==> src/hw/rtl/kpss_pkg.sv <==
// Shared constants, types and poll decode for the keypad entry and display scan block.
package kpss_pkg;

    // Default number of display digits
    localparam int NUM_DIGITS = 8;

    // Key code width, with one extra code for "no key"
    localparam int KEY_W = 5;
    localparam logic [KEY_W-1:0] NO_KEY = 5'd16;

    // Field widths of one poll and one digit result
    localparam int COL_W   = 4;
    localparam int DSEL_W  = 3;
    localparam int SEG_W   = 8;
    localparam int S_DATA_W = 16;
    localparam int M_DATA_W = 16;

    // Key codes by row (outer) and column (inner), row 1 first
    localparam logic [3:0] KEY_MAP [16] = '{
        4'd12, 4'd13, 4'd14, 4'd15,
        4'd11, 4'd10, 4'd9,  4'd8,
        4'd4,  4'd5,  4'd6,  4'd7,
        4'd3,  4'd2,  4'd1,  4'd0
    };

    // Hex seven-segment patterns, bit0 = a .. bit6 = g
    localparam logic [SEG_W-1:0] SEG_TABLE [16] = '{
        8'h3f, 8'h06, 8'h5b, 8'h4f, 8'h66, 8'h6d, 8'h7d, 8'h07,
        8'h7f, 8'h6f, 8'h77, 8'h7c, 8'h39, 8'h5e, 8'h79, 8'h71
    };

    // Commands from the controller to the datapath
    typedef struct packed {
        logic take_poll;  // decode the accepted poll and update the store
        logic load_out;   // load the next digit into the output register
    } kpss_cmd_t;

    // Status from the datapath to the controller
    typedef struct packed {
        logic out_valid;  // output register holds a result
        logic last_digit; // digit counter points at the top digit
    } kpss_status_t;

    // Decode one poll: lowest row wins, then lowest column; active-low levels
    function automatic logic [KEY_W-1:0] decode_poll(input logic [S_DATA_W-1:0] cols);
        logic [KEY_W-1:0] key;
        key = NO_KEY;
        for (int r = 3; r >= 0; r--) begin
            for (int c = 3; c >= 0; c--) begin
                if (!cols[c*COL_W + r]) begin
                    key = {1'b0, KEY_MAP[r*4 + c]};
                end
            end
        end
        return key;
    endfunction

endpackage

==> src/hw/rtl/keypad_entry_seven_segment_scan.sv <==
// Top level of the keypad entry and seven-segment display scan block.
// The first digit result enters the output register once the controller is in
// its scan state. The block takes one poll, then sends one digit a cycle out of
// the single output register when not stalled, then takes the next poll.
// Reset: asynchronous, clears the previous key to "no key" and every digit to
// blank at once; the block takes a poll in the first cycle after reset.
module keypad_entry_seven_segment_scan #(
    parameter int NUM_DIGITS = kpss_pkg::NUM_DIGITS
) (
    input  logic                          clk,
    input  logic                          rst_n,
    input  logic                          s_tvalid,
    output logic                          s_tready,
    // col1_rows[3:0], col2_rows[7:4], col3_rows[11:8], col4_rows[15:12]
    input  logic [kpss_pkg::S_DATA_W-1:0] s_tdata,
    output logic                          m_tvalid,
    input  logic                          m_tready,
    // digit_select[2:0], segments[10:3], zero[15:11]
    output logic [kpss_pkg::M_DATA_W-1:0] m_tdata,
    output logic                          m_tlast
);

    kpss_pkg::kpss_cmd_t    cmd;
    kpss_pkg::kpss_status_t status;

    kpss_ctrl u_ctrl (
        .clk      (clk),
        .rst_n    (rst_n),
        .s_tvalid (s_tvalid),
        .s_tready (s_tready),
        .m_tready (m_tready),
        .status   (status),
        .cmd      (cmd)
    );

    kpss_datapath #(
        .NUM_DIGITS (NUM_DIGITS)
    ) u_datapath (
        .clk      (clk),
        .rst_n    (rst_n),
        .cmd      (cmd),
        .status   (status),
        .s_tdata  (s_tdata),
        .m_tready (m_tready),
        .m_tvalid (m_tvalid),
        .m_tdata  (m_tdata),
        .m_tlast  (m_tlast)
    );

endmodule

==> src/hw/rtl/kpss_datapath.sv <==
// Datapath: key decode, previous key, digit store shift line and output register.
module kpss_datapath #(
    parameter int NUM_DIGITS = kpss_pkg::NUM_DIGITS
) (
    input  logic                            clk,
    input  logic                            rst_n,
    input  kpss_pkg::kpss_cmd_t             cmd,
    output kpss_pkg::kpss_status_t          status,
    input  logic [kpss_pkg::S_DATA_W-1:0]   s_tdata,
    input  logic                            m_tready,
    output logic                            m_tvalid,
    output logic [kpss_pkg::M_DATA_W-1:0]   m_tdata,
    output logic                            m_tlast
);

    localparam int IDX_W = (NUM_DIGITS > 1) ? $clog2(NUM_DIGITS) : 1;
    localparam logic [IDX_W-1:0] LAST_IDX = IDX_W'(NUM_DIGITS - 1);
    localparam int PAD_W = kpss_pkg::M_DATA_W - kpss_pkg::DSEL_W - kpss_pkg::SEG_W;

    logic [kpss_pkg::KEY_W-1:0] prev_key_reg, prev_key_next;
    logic [kpss_pkg::SEG_W-1:0] store_reg [NUM_DIGITS];
    logic [kpss_pkg::SEG_W-1:0] store_next [NUM_DIGITS];
    logic [IDX_W-1:0]           idx_reg, idx_next;
    logic                       valid_reg, valid_next;
    logic [kpss_pkg::DSEL_W-1:0] dsel_reg, dsel_next;
    logic [kpss_pkg::SEG_W-1:0] seg_reg, seg_next;
    logic                       last_reg, last_next;
    logic [kpss_pkg::KEY_W-1:0] key;
    logic                       release_edge;

    // Decode the poll and detect a key release
    assign key          = kpss_pkg::decode_poll(s_tdata);
    assign release_edge = (key == kpss_pkg::NO_KEY) && (prev_key_reg != kpss_pkg::NO_KEY);

    // Shift the store up and enter the released key on a release
    always_comb
    begin
        prev_key_next = prev_key_reg;
        store_next    = store_reg;
        if (cmd.take_poll)
        begin
            prev_key_next = key;
            if (release_edge)
            begin
                for (int i = NUM_DIGITS - 1; i > 0; i--)
                begin
                    store_next[i] = store_reg[i-1];
                end
                store_next[0] = kpss_pkg::SEG_TABLE[prev_key_reg[3:0]];
            end
        end
    end

    // Advance the digit counter and fill the output register
    always_comb
    begin
        idx_next   = idx_reg;
        valid_next = valid_reg;
        dsel_next  = dsel_reg;
        seg_next   = seg_reg;
        last_next  = last_reg;
        if (cmd.take_poll)
        begin
            idx_next = '0;
        end
        if (cmd.load_out)
        begin
            valid_next = 1'b1;
            dsel_next  = kpss_pkg::DSEL_W'(idx_reg);
            seg_next   = store_reg[idx_reg];
            last_next  = (idx_reg == LAST_IDX);
            idx_next   = (idx_reg == LAST_IDX) ? '0 : idx_reg + 1'b1;
        end
        else if (m_tready)
        begin
            valid_next = 1'b0;
        end
    end

    // Control and state registers
    always_ff @(posedge clk or negedge rst_n)
    begin
        if (!rst_n)
        begin
            prev_key_reg <= kpss_pkg::NO_KEY;
            idx_reg      <= '0;
            valid_reg    <= 1'b0;
            for (int i = 0; i < NUM_DIGITS; i++)
            begin
                store_reg[i] <= '0;
            end
        end
        else
        begin
            prev_key_reg <= prev_key_next;
            idx_reg      <= idx_next;
            valid_reg    <= valid_next;
            store_reg    <= store_next;
        end
    end

    // Payload of the output register
    always_ff @(posedge clk)
    begin
        dsel_reg <= dsel_next;
        seg_reg  <= seg_next;
        last_reg <= last_next;
    end

    assign status.out_valid  = valid_reg;
    assign status.last_digit = (idx_reg == LAST_IDX);

    assign m_tvalid = valid_reg;
    assign m_tdata  = {{PAD_W{1'b0}}, seg_reg, dsel_reg};
    assign m_tlast  = last_reg;

endmodule

==> src/hw/rtl/kpss_ctrl.sv <==
// Controller: takes one poll, then sequences the digit results out.
module kpss_ctrl (
    input  logic                   clk,
    input  logic                   rst_n,
    input  logic                   s_tvalid,
    output logic                   s_tready,
    input  logic                   m_tready,
    input  kpss_pkg::kpss_status_t status,
    output kpss_pkg::kpss_cmd_t    cmd
);

    localparam logic ST_IDLE = 1'b0;
    localparam logic ST_SCAN = 1'b1;

    logic state_reg, state_next;
    logic load;

    // Load a digit whenever the output register is empty or being drained
    assign load     = (state_reg == ST_SCAN) && (!status.out_valid || m_tready);
    assign s_tready = (state_reg == ST_IDLE);

    assign cmd.take_poll = s_tvalid && s_tready;
    assign cmd.load_out  = load;

    // Advance between waiting for a poll and scanning the digits
    always_comb
    begin
        state_next = state_reg;
        case (state_reg)
            ST_IDLE:
            begin
                if (s_tvalid)
                begin
                    state_next = ST_SCAN;
                end
            end
            ST_SCAN:
            begin
                if (load && status.last_digit)
                begin
                    state_next = ST_IDLE;
                end
            end
            default:
            begin
                state_next = ST_IDLE;
            end
        endcase
    end

    always_ff @(posedge clk or negedge rst_n)
    begin
        if (!rst_n)
        begin
            state_reg <= ST_IDLE;
        end
        else
        begin
            state_reg <= state_next;
        end
    end

endmodule

==> config.mk <==
export PLATFORM = sky130hd
export DESIGN_NAME = keypad_entry_seven_segment_scan
export DESIGN_NICKNAME = d
export VERILOG_FILES = /design/src/hw/rtl/kpss_pkg.sv /design/src/hw/rtl/keypad_entry_seven_segment_scan.sv /design/src/hw/rtl/kpss_datapath.sv /design/src/hw/rtl/kpss_ctrl.sv
export SDC_FILE = /design/constraint.sdc
export NUM_CORES = 1
export LEC_CHECK = 0
export BUFFER_PORTS_ARGS = -buffer_cell sky130_fd_sc_hd__buf_2
export CAP_MARGIN = 0
export CORE_MARGIN = 1
export CORE_UTILIZATION = 55
export DETAILED_ROUTE_END_ITERATION = 8
export PLACE_DENSITY = 0.82
export SLEW_MARGIN = 20
export SYNTH_ARGS = -nofsm -noshare
export SYNTH_HDL_FRONTEND = slang
export SYNTH_SLANG_ARGS = --single-unit
==> constraint.sdc <==
create_clock -name clk -period 2.2 [get_ports clk]
set_input_delay 0.44 -clock clk [delete_from_list [all_inputs] [get_ports clk]]
set_output_delay 0.44 -clock clk [all_outputs]
set_load 0.05 [all_outputs]
==> flow_summary.ini <==
[setup_path]
crit_start = u_datapath.prev_key_reg[0]
crit_path_max_fanout = 40
r2r_setup_slack_ns = 0.17
startpoint_type = flip-flop
critPathCaptureType = flip-flop
timing.rr.start = u_datapath.prev_key_reg[0]
r2r-end = u_datapath.store_reg[34]
worst_r2r_path_depth = 7
arrival_ns = 2.25
cp_data_required_time_ns = 2.43
worstSetupPathType = flip-flop to flip-flop

[grt]
grt_pass1_wl_um = 11000
grt_usage_pct = 20.0
antenna_found_initial = 0
grt_max_degree = 48
grt.overflow.total = 0
first_global_vias = 2302

[yosys]
ys_warn_count = 0
syn_area_per_cell_um2 = 14.7
netlist_area_um2 = 3840
seq_area_frac_synth_pct = 51.7
synth_area_leader_cell = dfrtp_1
ys_seq_elements = 77
synthesis.instances = 261
synth.mux.area_fraction_pct = 31.2
synth_top_family_by_area = multiplexers
synth_top_area_share_pct = 42.4
synth-xor-area-share_pct = 0
synth_area_leaders = dfrtp_1 (42%), mux2_4 (15%), mux4_2 (8.8%), edfxtp_1 (8.6%), mux2_2 (7.0%)
synth_adder_area_share_pct = 2.93
synthSimpleGateAreaFrac_pct = 6.16
synth_compound_area_share_pct = 3.29
ys_types = 34

[floorplanning]
initial_utilization_pct = 56.8
die_area_um2 = 7320
core-area_um2 = 6760
io-pin-count = 39
die_y_um = 85.5
dieWidth_um = 85.5
rows = 30

[timing]
hold_ws_ns = 0.0473
slew_violations = 0
fin_setup_tns_ns = 0
timing.final.crit_period_ns = 2.03
grt_setup_unrepaired = no
skew_ns = 0.00659
setup_violations = 0
max_freq_ghz = 0.494
hold_viol_final = 0
period_share_pct = 92.1
relSlewSlack_pct = 65.9
worst_pin_slew_ns = 0.511

[cells_and_area]
fin_nets = 328
largest_register_ff_count = 56
layout-drive-gt1-share_pct = 45.1
final_area_um2 = 4300
fin_cells = 384
area_growth_pct = 12.0
antenna_cells = 0
fillCellCount = 496

[power]
p_total_w = 0.00388
leakage_nw = 2.18
ir_drop_mv = 0.445
p_per_area_nw_per_um2 = 903

[clocking]
clock_sinks = 77
cts_setup_buffers = 0
cts_root_buf = clkbuf_8
clk_path_buf_depth = 2
hold_buffers = 0
cts_tree = done
post_cts_resized = 0
cts_inserted_buffers = 9
clk_latency_ns = 0.34
path_clk_slew_ns = 0.07
htree_levels = 3

[detailed_routing]
viasPerCell = 5.81
totalWireLength_um = 6500
vias = 2230
drc_errors = 0
ant_nets = 0
dr.pass1.iters = 4
drtIter0Drc = 111
wl_per_cell_um = 16.9

[placed_design]
hpwl_um = 4270
place_area_um2 = 4090
placedCellCount = 368
port_buffers = 32
gp_congestion = 0.808

[flow_run]
max_cap_violations = 0

[run_status]
status = finished clean

[hold_path]
hp-class = primary input to async pin
-- cells in the mapped netlist --
master,instances
dfstp_2,1
nor4_1,1
mux4_2,15
o31ai_1,1
dfrtp_1,65
o32a_1,1
nor3_1,3
clkbuf_1,4
nor4bb_1,1
nand4b_1,1
ha_1,9
a21oi_1,9
nand2_1,12
buf_2,3
nor4_2,1
mux2i_1,2
nand2b_1,4
inv_1,11
nor2b_1,3
nand4_1,9
buf_6,5
buf_1,1
mux2_4,38
a22oi_1,2
conb_1,1
nor3b_1,1
edfxtp_1,11
mux2_2,24
a31oi_1,1
nor2_1,3
nand3_1,4
buf_4,6
o21ai_0,7
o211ai_1,1
-- metrics by stage --
step	util, %	setup slack [ns]
2_1_floorplan	-	0.318
3_3_place_gp	60.5	0.192
3_5_place_dp	60.5	0.174
4_1_cts	63.6	0.151
5_1_grt	63.6	0.0642
6_report	63.6	0.174
-- worst max-delay path, cell delays in order, from the launching register on --
cell,delay [ns]
dfrtp_1,0.45
inv_1,0.15
ha_1,0.20
nor4bb_1,0.25
nor4_1,0.09
nand2_2,0.11
buf_12,0.27
mux2_2,0.37
-- worst max path at each step --
| stage | to |
|---|---|
| floorplan | u_datapath.seg_reg[0] |
| global placement | u_datapath.store_reg[19] |
| detailed placement | u_datapath.store_reg[33] |
| CTS | u_datapath.store_reg[28] |
| global route | u_datapath.store_reg[28] |
| finish | u_datapath.store_reg[34] |
-- power breakdown --
part,internal [W],switching [W],leakage [nW],total (W)
logic,0.000416,0.000649,1.07,0.00106
registers,0.00157,0.000140,0.996,0.00171
clock network,0.000611,0.000491,0.112,0.00110
total,0.00260,0.00128,2.18,0.00388
-- metal layers --
metal  vias to the layer above  wire length, um  global-route usage (%)
met5                         -                0                       0
met3                        13              208                    4.33
met1                      1141             2940                    26.4
met4                         0              135                    8.64
met2                        52             3220                    32.5
li1                       1024                -                       -
-- cells in the final DEF (no fill, tap or decap), types with 9 or more instances in the layout --
| cell type | n |
|---|---|
| inv_1 | 11 |
| nand2_1 | 11 |
| buf_2 | 32 |
| mux2_4 | 38 |
| mux4_2 | 15 |
| mux2_2 | 24 |
| clkbuf_8 | 12 |
| dfrtp_1 | 65 |
| ha_1 | 9 |
| edfxtp_1 | 11 |
| a21oi_1 | 9 |
| nand4_1 | 9 |
-- cell type report --
type                    count  area [um2]  share of cell area [%]
clock buffers              12         165                    3.84
clock inverters             4        45.0                    1.05
inverters                  11        41.3                   0.960
multi-input cells         159        1700                    39.5
flip-flops and latches     77        1980                    46.1
well taps                  80         100                    2.33
repair buffers             41         265                    6.17
-- logic make-up after synthesis --
logic type      Yosys count
buf+inv                  30
fa+ha+maj                 9
mux                      79
simple gates             43
other cells               1
compound gates           22
flops                    77
(Power assumes the default switching activity.)
